File: src/rtl/core/hsfp_pkg.sv
package hsfp_pkg;

  localparam int ByteW    = 8;
  localparam int TimeW    = 32;
  localparam int PendW    = 4;
  localparam int CfgIdxW  = 2;
  localparam int CfgDataW = 32;

  // Register indexes on the configuration port
  localparam logic [CfgIdxW-1:0] CFG_TIMEOUT       = 2'd0;
  localparam logic [CfgIdxW-1:0] CFG_HEADER_FIRST  = 2'd1;
  localparam logic [CfgIdxW-1:0] CFG_HEADER_SECOND = 2'd2;

  localparam logic [TimeW-1:0] TIMEOUT_RESET       = 32'd100;
  localparam logic [ByteW-1:0] HEADER_FIRST_RESET  = 8'hFA;
  localparam logic [ByteW-1:0] HEADER_SECOND_RESET = 8'hDA;

  localparam logic MODE_DATA   = 1'b0;
  localparam logic MODE_EXPIRE = 1'b1;

  localparam logic KIND_FRAME  = 1'b0;
  localparam logic KIND_EXPIRE = 1'b1;

  typedef struct packed {
    logic             mode;
    logic [ByteW-1:0] data_byte;
    logic [TimeW-1:0] now_time;
  } item_t;

  typedef struct packed {
    logic             kind;
    logic [ByteW-1:0] frame_byte;
    logic             last_of_frame;
    logic             expired;
    logic [PendW-1:0] pending_count;
  } result_t;

  // Work handed from the front to the back
  typedef struct packed {
    logic             kind;
    logic             expired;
    logic [PendW-1:0] pending_count;
    logic             bank;
  } cmd_t;

  // Queue status seen by the front
  typedef struct packed {
    logic full;
    logic empty;
  } queue_status_t;

  typedef enum logic {
    BACK_IDLE,
    BACK_FRAME
  } back_state_t;

endpackage

File: src/rtl/core/hsfp_ram.sv
module hsfp_ram #(
  parameter int WIDTH = 8,
  parameter int DEPTH = 16,
  localparam int AW = $clog2(DEPTH)
) (
  input  logic             clk,
  input  logic             we,
  input  logic [AW-1:0]    waddr,
  input  logic [WIDTH-1:0] wdata,
  input  logic             re,
  input  logic [AW-1:0]    raddr,
  output logic [WIDTH-1:0] rdata
);

  logic [WIDTH-1:0] mem [DEPTH];

  always_ff @(posedge clk) begin
    if (we) begin
      mem[waddr] <= wdata;
    end
    if (re) begin
      rdata <= mem[raddr];
    end
  end

endmodule

File: src/rtl/core/hsfp_front.sv
module hsfp_front import hsfp_pkg::*; #(
  parameter int FRAME_SIZE = 8,
  localparam int IW = $clog2(FRAME_SIZE),
  localparam int AW = IW + 1
) (
  input  logic                clk,
  input  logic                rst,
  input  logic                push,
  output logic                full,
  input  item_t               item,
  input  logic                cfg_write,
  input  logic [CfgIdxW-1:0]  cfg_index,
  input  logic [CfgDataW-1:0] cfg_data,
  output logic                ram_we,
  output logic [AW-1:0]       ram_waddr,
  output logic [ByteW-1:0]    ram_wdata,
  output logic                cmd_push,
  output cmd_t                cmd,
  input  queue_status_t       cmd_status,
  input  logic                frame_done
);

  logic [TimeW-1:0] tmo_limit;
  logic [ByteW-1:0] header_first;
  logic [ByteW-1:0] header_second;

  logic [IW-1:0]    fill, fill_next;
  logic [TimeW-1:0] last_time, last_time_next;
  logic             time_valid, time_valid_next;
  logic             bank, bank_next;
  logic [1:0]       frames_held, frames_held_next;

  logic             accept;
  logic             hdr_hit;
  logic             stale;
  logic             frame_complete;
  logic [TimeW-1:0] age;

  // Two banks: stall once both hold completed frames awaiting the back
  assign full    = cmd_status.full || (frames_held == 2'd2);
  assign accept  = push && !full;
  assign hdr_hit = (item.data_byte == header_first) || (item.data_byte == header_second);
  assign age     = item.now_time - last_time;
  assign stale   = time_valid && (fill != '0) && (age >= tmo_limit);

  always_ff @(posedge clk) begin
    if (rst) begin
      tmo_limit     <= TIMEOUT_RESET;
      header_first  <= HEADER_FIRST_RESET;
      header_second <= HEADER_SECOND_RESET;
    end else if (cfg_write) begin
      case (cfg_index)
        CFG_TIMEOUT:       tmo_limit     <= cfg_data;
        CFG_HEADER_FIRST:  header_first  <= cfg_data[ByteW-1:0];
        CFG_HEADER_SECOND: header_second <= cfg_data[ByteW-1:0];
        default: ;
      endcase
    end
  end

  always_comb begin
    fill_next       = fill;
    last_time_next  = last_time;
    time_valid_next = time_valid;
    bank_next       = bank;
    frame_complete  = 1'b0;
    ram_we          = 1'b0;
    ram_waddr       = {bank, fill};
    ram_wdata       = item.data_byte;
    cmd_push        = 1'b0;
    cmd             = '0;
    if (accept) begin
      if (item.mode == MODE_EXPIRE) begin
        if (stale) begin
          fill_next       = '0;
          time_valid_next = 1'b0;
        end
        cmd_push          = 1'b1;
        cmd.kind          = KIND_EXPIRE;
        cmd.expired       = stale;
        cmd.pending_count = PendW'(fill_next);
      end else if (hdr_hit) begin
        ram_we          = 1'b1;
        ram_waddr       = {bank, IW'(0)};
        fill_next       = IW'(1);
        last_time_next  = item.now_time;
        time_valid_next = 1'b1;
      end else if (fill != '0) begin
        ram_we          = 1'b1;
        last_time_next  = item.now_time;
        time_valid_next = 1'b1;
        if (fill == IW'(FRAME_SIZE - 1)) begin
          // Frame full: hand the bank to the back and switch banks
          frame_complete  = 1'b1;
          fill_next       = '0;
          time_valid_next = 1'b0;
          bank_next       = ~bank;
          cmd_push        = 1'b1;
          cmd.kind        = KIND_FRAME;
          cmd.bank        = bank;
        end else begin
          fill_next = fill + IW'(1);
        end
      end
    end
  end

  always_comb begin
    case ({frame_complete, frame_done})
      2'b10:   frames_held_next = frames_held + 2'd1;
      2'b01:   frames_held_next = frames_held - 2'd1;
      default: frames_held_next = frames_held;
    endcase
  end

  always_ff @(posedge clk) begin
    if (rst) begin
      fill        <= '0;
      last_time   <= '0;
      time_valid  <= 1'b0;
      bank        <= 1'b0;
      frames_held <= 2'd0;
    end else begin
      fill        <= fill_next;
      last_time   <= last_time_next;
      time_valid  <= time_valid_next;
      bank        <= bank_next;
      frames_held <= frames_held_next;
    end
  end

endmodule

File: src/rtl/core/hsfp_cmd_queue.sv
module hsfp_cmd_queue import hsfp_pkg::*; (
  input  logic          clk,
  input  logic          rst,
  input  logic          wr,
  input  cmd_t          wr_cmd,
  input  logic          rd,
  output cmd_t          head,
  output queue_status_t status
);

  cmd_t       slots [2];
  logic       wr_ptr;
  logic       rd_ptr;
  logic [1:0] count;
  logic       do_wr;
  logic       do_rd;

  assign status.full  = (count == 2'd2);
  assign status.empty = (count == 2'd0);
  assign do_wr        = wr && !status.full;
  assign do_rd        = rd && !status.empty;
  assign head         = slots[rd_ptr];

  always_ff @(posedge clk) begin
    if (do_wr) begin
      slots[wr_ptr] <= wr_cmd;
    end
  end

  always_ff @(posedge clk) begin
    if (rst) begin
      wr_ptr <= 1'b0;
      rd_ptr <= 1'b0;
      count  <= 2'd0;
    end else begin
      if (do_wr) begin
        wr_ptr <= ~wr_ptr;
      end
      if (do_rd) begin
        rd_ptr <= ~rd_ptr;
      end
      count <= count + 2'(do_wr) - 2'(do_rd);
    end
  end

endmodule

File: src/rtl/core/hsfp_back.sv
module hsfp_back import hsfp_pkg::*; #(
  parameter int FRAME_SIZE = 8,
  localparam int IW = $clog2(FRAME_SIZE),
  localparam int AW = IW + 1
) (
  input  logic             clk,
  input  logic             rst,
  input  cmd_t             cmd_head,
  input  queue_status_t    cmd_status,
  output logic             cmd_pop,
  output logic             ram_re,
  output logic [AW-1:0]    ram_raddr,
  input  logic [ByteW-1:0] ram_rdata,
  output logic             frame_done,
  output logic             empty,
  input  logic             pop,
  output result_t          result
);

  localparam int OutDepth = 4;
  localparam int OPW      = $clog2(OutDepth);
  localparam int OCW      = OPW + 1;

  back_state_t      state, state_next;
  logic [IW-1:0]    idx, idx_next;
  logic             cur_bank, cur_bank_next;

  logic             credit;
  logic             issue;
  logic             issue_expire;
  logic             issue_last;

  logic             pend;
  logic             pend_expire;
  logic             pend_last;
  logic             pend_expired;
  logic [PendW-1:0] pend_pending;

  result_t          out_slots [OutDepth];
  logic [OPW-1:0]   out_wp;
  logic [OPW-1:0]   out_rp;
  logic [OCW-1:0]   out_count;
  logic             out_pop;
  result_t          out_entry;

  // Room for what is queued plus the read in flight
  assign credit = (out_count + OCW'(pend)) < OCW'(OutDepth);

  always_comb begin
    state_next = state;
    case (state)
      BACK_IDLE: begin
        if (!cmd_status.empty && credit && cmd_head.kind == KIND_FRAME) begin
          state_next = BACK_FRAME;
        end
      end
      BACK_FRAME: begin
        if (credit && idx == IW'(FRAME_SIZE - 1)) begin
          state_next = BACK_IDLE;
        end
      end
      default: state_next = BACK_IDLE;
    endcase
  end

  always_comb begin
    cmd_pop       = 1'b0;
    issue         = 1'b0;
    issue_expire  = 1'b0;
    issue_last    = 1'b0;
    frame_done    = 1'b0;
    ram_raddr     = {cur_bank, idx};
    idx_next      = idx;
    cur_bank_next = cur_bank;
    case (state)
      BACK_IDLE: begin
        if (!cmd_status.empty && credit) begin
          cmd_pop = 1'b1;
          issue   = 1'b1;
          if (cmd_head.kind == KIND_EXPIRE) begin
            issue_expire = 1'b1;
          end else begin
            ram_raddr     = {cmd_head.bank, IW'(0)};
            cur_bank_next = cmd_head.bank;
            idx_next      = IW'(1);
          end
        end
      end
      BACK_FRAME: begin
        if (credit) begin
          issue = 1'b1;
          if (idx == IW'(FRAME_SIZE - 1)) begin
            issue_last = 1'b1;
            frame_done = 1'b1;
          end else begin
            idx_next = idx + IW'(1);
          end
        end
      end
      default: ;
    endcase
  end

  assign ram_re = issue && !issue_expire;

  always_ff @(posedge clk) begin
    if (rst) begin
      state    <= BACK_IDLE;
      idx      <= '0;
      cur_bank <= 1'b0;
      pend     <= 1'b0;
    end else begin
      state    <= state_next;
      idx      <= idx_next;
      cur_bank <= cur_bank_next;
      pend     <= issue;
    end
  end

  always_ff @(posedge clk) begin
    if (issue) begin
      pend_expire  <= issue_expire;
      pend_last    <= issue_last;
      pend_expired <= cmd_head.expired;
      pend_pending <= cmd_head.pending_count;
    end
  end

  always_comb begin
    out_entry = '0;
    if (pend_expire) begin
      out_entry.kind          = KIND_EXPIRE;
      out_entry.expired       = pend_expired;
      out_entry.pending_count = pend_pending;
    end else begin
      out_entry.kind          = KIND_FRAME;
      out_entry.frame_byte    = ram_rdata;
      out_entry.last_of_frame = pend_last;
    end
  end

  assign empty   = (out_count == '0);
  assign out_pop = pop && !empty;
  assign result  = out_slots[out_rp];

  always_ff @(posedge clk) begin
    if (pend) begin
      out_slots[out_wp] <= out_entry;
    end
  end

  always_ff @(posedge clk) begin
    if (rst) begin
      out_wp    <= '0;
      out_rp    <= '0;
      out_count <= '0;
    end else begin
      if (pend) begin
        out_wp <= out_wp + OPW'(1);
      end
      if (out_pop) begin
        out_rp <= out_rp + OPW'(1);
      end
      out_count <= out_count + OCW'(pend) - OCW'(out_pop);
    end
  end

endmodule

File: src/rtl/core/header_sync_fixed_frame_parser.sv
// Channel  | Transfer when           | Payload
// ---------+-------------------------+-----------------------------------------
// input    | push && !full           | item   (mode, data_byte, now_time)
// result   | pop && !empty           | result (kind, frame_byte, last_of_frame,
//          |                         |         expired, pending_count)
// config   | cfg_write               | cfg_index, cfg_data
//
// Input transactions are taken one per cycle while full is low. A completed
// frame drains at one byte per cycle through the frame RAM read port while the
// output queue has room, and meanwhile the front keeps filling the other RAM bank.
// full rises when both banks hold completed frames not yet drained, or the
// two-entry command queue is full. Results wait in a four-entry output queue.
// Reset is synchronous and clears control state at once; there is no clearing
// pass over the frame RAM, every emitted frame is written in full first.
module header_sync_fixed_frame_parser import hsfp_pkg::*; #(
  parameter int FRAME_SIZE = 8
) (
  input  logic                clk,
  input  logic                rst,
  input  logic                push,
  output logic                full,
  input  item_t               item,
  input  logic                cfg_write,
  input  logic [CfgIdxW-1:0]  cfg_index,
  input  logic [CfgDataW-1:0] cfg_data,
  output logic                empty,
  input  logic                pop,
  output result_t             result
);

  localparam int IW = $clog2(FRAME_SIZE);
  localparam int AW = IW + 1;

  // Front to RAM: bank bit on top, byte index below
  logic             ram_we;
  logic [AW-1:0]    ram_waddr;
  logic [ByteW-1:0] ram_wdata;
  logic             ram_re;
  logic [AW-1:0]    ram_raddr;
  logic [ByteW-1:0] ram_rdata;

  // Front to back through the command queue
  logic             cmd_push;
  cmd_t             cmd;
  logic             cmd_pop;
  cmd_t             cmd_head;
  queue_status_t    cmd_status;
  logic             frame_done;

  // Classify bytes and expiry checks, fill frames, track time
  hsfp_front #(.FRAME_SIZE(FRAME_SIZE)) u_front (
    .clk        (clk),
    .rst        (rst),
    .push       (push),
    .full       (full),
    .item       (item),
    .cfg_write  (cfg_write),
    .cfg_index  (cfg_index),
    .cfg_data   (cfg_data),
    .ram_we     (ram_we),
    .ram_waddr  (ram_waddr),
    .ram_wdata  (ram_wdata),
    .cmd_push   (cmd_push),
    .cmd        (cmd),
    .cmd_status (cmd_status),
    .frame_done (frame_done)
  );

  // Two frame banks, one written by the front, one drained by the back
  hsfp_ram #(.WIDTH(ByteW), .DEPTH(2 ** AW)) u_frame_ram (
    .clk   (clk),
    .we    (ram_we),
    .waddr (ram_waddr),
    .wdata (ram_wdata),
    .re    (ram_re),
    .raddr (ram_raddr),
    .rdata (ram_rdata)
  );

  // Hold commands in order so expiry answers follow earlier frames
  hsfp_cmd_queue u_cmd_queue (
    .clk    (clk),
    .rst    (rst),
    .wr     (cmd_push),
    .wr_cmd (cmd),
    .rd     (cmd_pop),
    .head   (cmd_head),
    .status (cmd_status)
  );

  // Drain frames byte by byte and emit expiry answers
  hsfp_back #(.FRAME_SIZE(FRAME_SIZE)) u_back (
    .clk        (clk),
    .rst        (rst),
    .cmd_head   (cmd_head),
    .cmd_status (cmd_status),
    .cmd_pop    (cmd_pop),
    .ram_re     (ram_re),
    .ram_raddr  (ram_raddr),
    .ram_rdata  (ram_rdata),
    .frame_done (frame_done),
    .empty      (empty),
    .pop        (pop),
    .result     (result)
  );

endmodule

File: config.mk
export PLATFORM = sky130hd
export DESIGN_NAME = header_sync_fixed_frame_parser
export DESIGN_NICKNAME = d
export VERILOG_FILES = /design/src/rtl/core/hsfp_pkg.sv /design/src/rtl/core/hsfp_ram.sv /design/src/rtl/core/hsfp_front.sv /design/src/rtl/core/hsfp_cmd_queue.sv /design/src/rtl/core/hsfp_back.sv /design/src/rtl/core/header_sync_fixed_frame_parser.sv
export SDC_FILE = /design/constraint.sdc
export NUM_CORES = 1
export LEC_CHECK = 0
export ABC_AREA = 1
export BUFFER_PORTS_ARGS = -buffer_cell sky130_fd_sc_hd__buf_2
export CORE_MARGIN = 1.5
export CORE_UTILIZATION = 30
export CTS_CLUSTER_DIAMETER = 60
export DETAILED_ROUTE_END_ITERATION = 6
export RECOVER_POWER = 100
export SYNTH_ARGS = -nofsm -noshare
export SYNTH_HDL_FRONTEND = slang
export SYNTH_SLANG_ARGS = --single-unit
File: constraint.sdc
create_clock -name clk -period 9.08 [get_ports clk]
set_input_delay 0.454 -clock clk [delete_from_list [all_inputs] [get_ports clk]]
set_output_delay 0.454 -clock clk [all_outputs]
set_load 0.05 [all_outputs]
* Word-level counts from Yosys, hierarchy flattened *
Memory sizes are Yosys's and may differ from the RTL's. A register that Yosys moved wholly into a read port is not among the register bits.
Cells that the tools add are included.

storage, ports and cells
  register bits after elaboration = 111
  RAM bits = 202
  input port bits = 80
  output and inout port bits = 17
  word-level logic and storage cells = 161
  memories = 3

cells by class
  add/sub/neg operators = 11
  magnitude comparators = 2
  equality and inequality tests = 15
  muxes and demuxes = 68
  bitwise logic cells = 7
  reductions and logical operators = 33

memories
  memory             words  bits a word  rd ports  clocked after memory_dff  wr ports  RTL line              source
  u_frame_ram.mem    16     8            1         1                         1         hsfp_ram.sv:15        logic [WIDTH-1:0] mem [DEPTH];
  u_back.out_slots   4      15           1         1                         1         hsfp_back.sv:39       result_t out_slots [OutDepth];
  u_cmd_queue.slots  2      7            1         1                         1         hsfp_cmd_queue.sv:11  cmd_t slots [2];

operator list
  cell                   count
  $mux W32               2
  $mux W1                41
  $mux W3                12
  $ge A32 B32 Y1         1
  $sub A32 B32 Y32       1
  $eq A8 B8 Y1           2
  $mux W4                3
  $logic_and A1 B1 Y1    10
  $mux W5                2
  $mux W9                1
  $reduce_and A3 Y1      3
  $eq A2 B2 Y1 const B   4
  $reduce_and A2 Y1      4
  $mux W7                1
  $not A1 Y1             7
  $add A2 B1 Y2 const B  3
  $add A3 B1 Y3 const B  2
  $eq A3 B3 Y1 const B   2
  $ne A2 B2 Y1 const B   3
  $pmux W3 S2            1
  $reduce_bool A3 Y1     2
  $logic_not A1 Y1       5
  $reduce_and A5 Y1      1
  $eq A2 B1 Y1 const B   2
  15 further kinds       21

* Logic depth before layout (Yosys ltp) *
  depth after elaboration = 9
  mapped depth = 26

* Hierarchy *
From an unflattened synthesis, not the netlist that was laid out.

unflattened totals
  cells, all modules = 1793
  area, all modules = 16248.1 um2

by module, submodules not included
  module          times used  cells an instance  area an instance (um2)
  hsfp_front      1           878                6152.2
  hsfp_ram        1           551                5850.6
  hsfp_back       1           303                3452.1
  hsfp_cmd_queue  1           61                 793.3

* Least setup slack after synthesis *
OpenSTA, ideal clock, no wires.

  path kind = input-to-reg
  from = input item[0] in the netlist's numbering
  to = register u_front.fill[0]
  setup time = 0.130 ns
  arrival = 3.098 ns
  setup slack = 5.852 ns
  stages = 25
  path buffers = 0
  cell sequence = inv_1 ha_1 inv_1 fa_1 nand3_1 nand2_1 a21oi_1 o21ai_0 a21o_1 nand3_1 nand2_1 nand2_1 nand2_1 ha_1 nand2_1 inv_1 nand4_1 a21oi_1 nor2_1 nand2_1 nand2_1 nand2_1 nand2_1 nand2_1 a21oi_1

on the way
  cells in the longest elaborated chain, start to end = 5

ends and longest elaborated chain
  what                  RTL line                              source
  start, declared       header_sync_fixed_frame_parser.sv:22  input item_t item,
  $sub A32 B32 Y32      hsfp_front.sv:43                      assign age = item.now_time - last_time;
  $ge A32 B32 Y1        hsfp_front.sv:44                      assign stale = time_valid && (fill != '0) && (age >= tmo_limit);
  $logic_and A1 B1 Y1   hsfp_front.sv:44
  $mux W3               hsfp_front.sv:74                      if (stale) begin
  $mux W3               hsfp_front.sv:73                      if (item.mode == MODE_EXPIRE) begin
  end signal, assigned  hsfp_front.sv:124                     fill <= fill_next;
  end, declared         hsfp_front.sv:27                      logic [IW-1:0] fill, fill_next;

Every way passes these cells.
A chain may end at the register's enable or synchronous reset.

* Worst setup path after layout *
  from = register u_back.idx[0]
  to = register u_frame_ram.rdata[1] (read register of u_frame_ram.mem), data pin

on the way
  cells in the longest elaborated chain, start to end = 3

ends and longest elaborated chain
  what                    RTL line          source
  start, declared         hsfp_back.sv:25   logic [IW-1:0] idx, idx_next;
  start signal, assigned  hsfp_back.sv:114  idx <= idx_next;
  $mux W4                 hsfp_back.sv:80   if (cmd_head.kind == KIND_EXPIRE) begin
  $mux W4                 hsfp_back.sv:77   if (!cmd_status.empty && credit) begin
  $mux W4 *               hsfp_back.sv:75   case (state)
  end, declared           hsfp_ram.sv:12    output logic [WIDTH-1:0] rdata

Every way passes the cells marked *; elsewhere a longest branch is shown, timed or not.

==> run_results.csv <==
group,metric,value,unit
outcome,run_status,"finished, violations left",
outcome,violations,"max-capacitance violations, max-slew violations",
pwr,p_seq_share,40.8,%
logic_synthesis,syn_nets,1742,
drt,drtPass1Iterations,5,
global_routing,grt_max_degree,66,
placed_design,dp_hpwl,24900,um
logic_synthesis,synth_cells,1582,
timing,worst_hold_slack,183,ps
cells_and_area,mostFrequentLayoutCell,"edfxtp_1",
clocking,clkSinkCount,317,
logic_synthesis,synth.yosys.seq_area_share,55.6,%
placed_design,port_buffers,95,
cells_and_area,stdcell_count,2369,
drt,wl,36200,um
placed_design,place_congestion,0.877,
logic_synthesis,yosysTopAreaCell,"edfxtp_1",
floorplanning,core_area,0.0501,sq mm
worst_hold_path,hp-class,"in -> reg",
logic_synthesis,synth_top_cell_area_share,41.5,%
critical_path,start_kind,"register",
timing,finalSetupViolations,0,
timing,slew_violations,233,
logic_synthesis,synth-edff-count,210,
placed_design,placed_cells,2300,
logic_synthesis,async_flop_share,0,%
floorplanning,io_pins,97,
clocking,cts_buffers,38,
pwr,p_int,2930,uW
pwr,p_per_area,253,mW/mm^2
pwr,combPwrFrac,24.9,%
pwr,ir_drop,0.000125,V
clocking,clk_latency,550,ps
timing,final.setup_skew,15.1,ps
drt,via_count,11100,
floorplanning,die_h,228,um
logic_synthesis,synth_area_leaders,"edfxtp_1, dfxtp_1, ha_1",
timing,tightest_slew,2250,ps
cells_and_area,nets,1828,
logic_synthesis,synth_area,0.0152,sq mm
global_routing,grt_overflow,0,
drt,ant_nets,0,
logic_synthesis,synth_warnings,0,
cells_and_area,antenna_cells,0,
cells_and_area,post-route-util,34.9,%
pwr,power_frac_clock,34.3,%
logic_synthesis,syn_avg_cell_area,9.61,sq um
clocking,clockRootBuffer,"clkbuf_16",
pwr,p_sw,1480,uW
global_routing,grt_usage,13.8,%
clocking,ctsHoldBuffers,0,
drt,vias_per_cell,4.67,
clocking,cts.htree.levels,2,
timing,layout_min_cycle_time,5430,ps
timing,fin_crit_sh,59.7,%
flow_run,drv_cap,5,
global_routing,grt_pass1_wl,58400,um
critical_path,critPathMaxFanout,65,
critical_path,path_class,"reg -> reg",
cells_and_area,area_growth_syn_to_layout,15.0,%
timing,final.setup.tns,0,ps
clocking,cts_buffer_depth,3,
floorplanning,initial_core_util,30.4,%
timing,clock.fmax,184,MHz
drt,drc,0,
floorplanning,die_x,228,um
critical_path,worstPathArrival,5820,ps
clocking,path_clk_slew,60,ps
clocking,cts_tree,"done",
pwr,p_leak,0.00669,uW
clocking,cts_setup_buffers,0,
cells_and_area,layout_common_cells,"edfxtp_1, nand2_1, inv_1",
cells_and_area,fill_cells,5106,
clocking,ctsResizeCount,0,
logic_synthesis,yosysUniqueCellTypes,47,
critical_path,crit_path_max_incr_delay,1600,ps
critical_path,worstPathCellList,"clkbuf_1 > nand2_1 > inv_1 > o211ai_1 > nand3_1 > nand3_1 > nand2_1",
global_routing,first_global_vias,10900,
logic_synthesis,synth_ff_type,"edfxtp_1",
drt,wl_per_cell,15.3,um
floorplanning,dieArea,0.0520,sq mm
global_routing,antenna_found_initial,3,
critical_path,crit_required,9480,ps
cells_and_area,drive_gt1_share,9.72,%
timing,slew_headroom,-49.9,%
timing,grt_setup_unrepaired,"false",
floorplanning,rows,82,
timing,finalHoldViolCount,0,
pwr,p_sw_share,33.6,%
logic_synthesis,ys_ff_latch,317,
drt,drt-initial-drc-count,649,
critical_path,end_kind,"register",
critical_path,crit_path_top_delay_cell,"nand2_1",
pwr,power,4410,uW
==> worst paths after layout <==
path                                   endpoint                          startpoint  slack (ps)  cells after the start
max              u_frame_ram.rdata[1]$_DFFE_PP_          u_back.idx[0]$_SDFFE_PP0P_        3650                      7
min           u_front.last_time[0]$_SDFFE_PP0P_                             item[0]         180                      3
max reg2reg      u_frame_ram.rdata[1]$_DFFE_PP_          u_back.idx[0]$_SDFFE_PP0P_        3650                      7
min reg2reg  u_front.last_time[24]$_SDFFE_PP0P_  u_front.last_time[24]$_SDFFE_PP0P_         460                      2
==> worst max-delay path: cells and delay by family (launching register included) <==
family | cells | cell delay (ps)
compound gates | 1 | 230
buf+inv | 2 | 2720
flops | 1 | 300
simple gates | 4 | 1970
==> Yosys cell counts, drive strengths merged (16+ instances only) <==
master / count
buf: 25
o211ai: 55
nand2: 205
xnor2: 16
nor3: 17
a21oi: 127
o21ai: 156
dfxtp: 107
nand3: 64
clkbuf: 31
ha: 79
xor2: 23
or2: 33
edfxtp: 210
inv: 189
nor2: 184
==> power groups by stage <==
stage	clock network (uW)	logic, uW	registers, uW
global placement	0	1110	1830
detailed placement	0	1130	1830
global route	1610	1240	1820
finish	1510	1100	1800
CTS	1550	1140	1800
floorplan	0	871	1790
==> cells by family (layout without fill, tap and decap cells) <==
group / after synthesis / after routing / share of synthesized area, %
flops: 317 / 317 / 55.6
compound gates: 378 / 378 / 14.2
mux: 5 / 5 / 0.370
xor+xnor: 39 / 39 / 2.30
fa+ha+maj: 80 / 80 / 6.63
buf+inv: 247 / 362 / 6.55
simple gates: 515 / 515 / 14.4
other cells: 1 / 1 / 0.0247
==> layer usage <==
| metal | share of wire, % | vias to the layer above | global-route usage [%] |
|---|---|---|---|
| met2 | 48 | 232 | 23.6 |
| li1 | - | 5594 | - |
| met1 | 45 | 5173 | 17.7 |
| met4 | 2.1 | 6 | 4.14 |
| met3 | 4.8 | 60 | 2.59 |
| met5 | 0.13 | - | 0 |
==> state kept, by name, indices dropped and copies added, names as in the netlist, 2 cells and up, named ones only <==
| register | flops |
|---|---|
| u_cmd_queue.slots | 12 |
| u_back.out_wp | 2 |
| u_front.frames_held | 2 |
| u_front.header_first | 8 |
| u_front.tmo_limit | 32 |
| u_cmd_queue.count | 2 |
| u_frame_ram.rdata | 8 |
| u_back.out_count | 3 |
| u_back.out_slots | 56 |
| u_back.out_rp | 2 |
| u_back.idx | 3 |
| u_frame_ram.mem | 128 |
| u_front.last_time | 32 |
| u_back.pend_pending | 3 |
| u_front.header_second | 8 |
| u_front.fill | 3 |
==> metrics by stage <==
stage / setup slack [ps] / area (sq um)
finish: 3650 / 17500
detailed placement: 5180 / 16300
global route: 3130 / 17500
global placement: 5210 / 16300
floorplan: 5850 / 15200
CTS: 5320 / 17500
==> area by class of cell <==
type                    count  area, sq um  share of cell area [%]
flip-flops and latches    317         8450                    48.3
multi-input cells        1018         5740                    32.8
clock buffers              43         1000                    5.73
well taps                 672          841                    4.81
inverters                 191          717                    4.10
repair buffers            102          485                    2.78
clock inverters            26          249                    1.42
No activity file was read; power rests on OpenSTA's default activity.
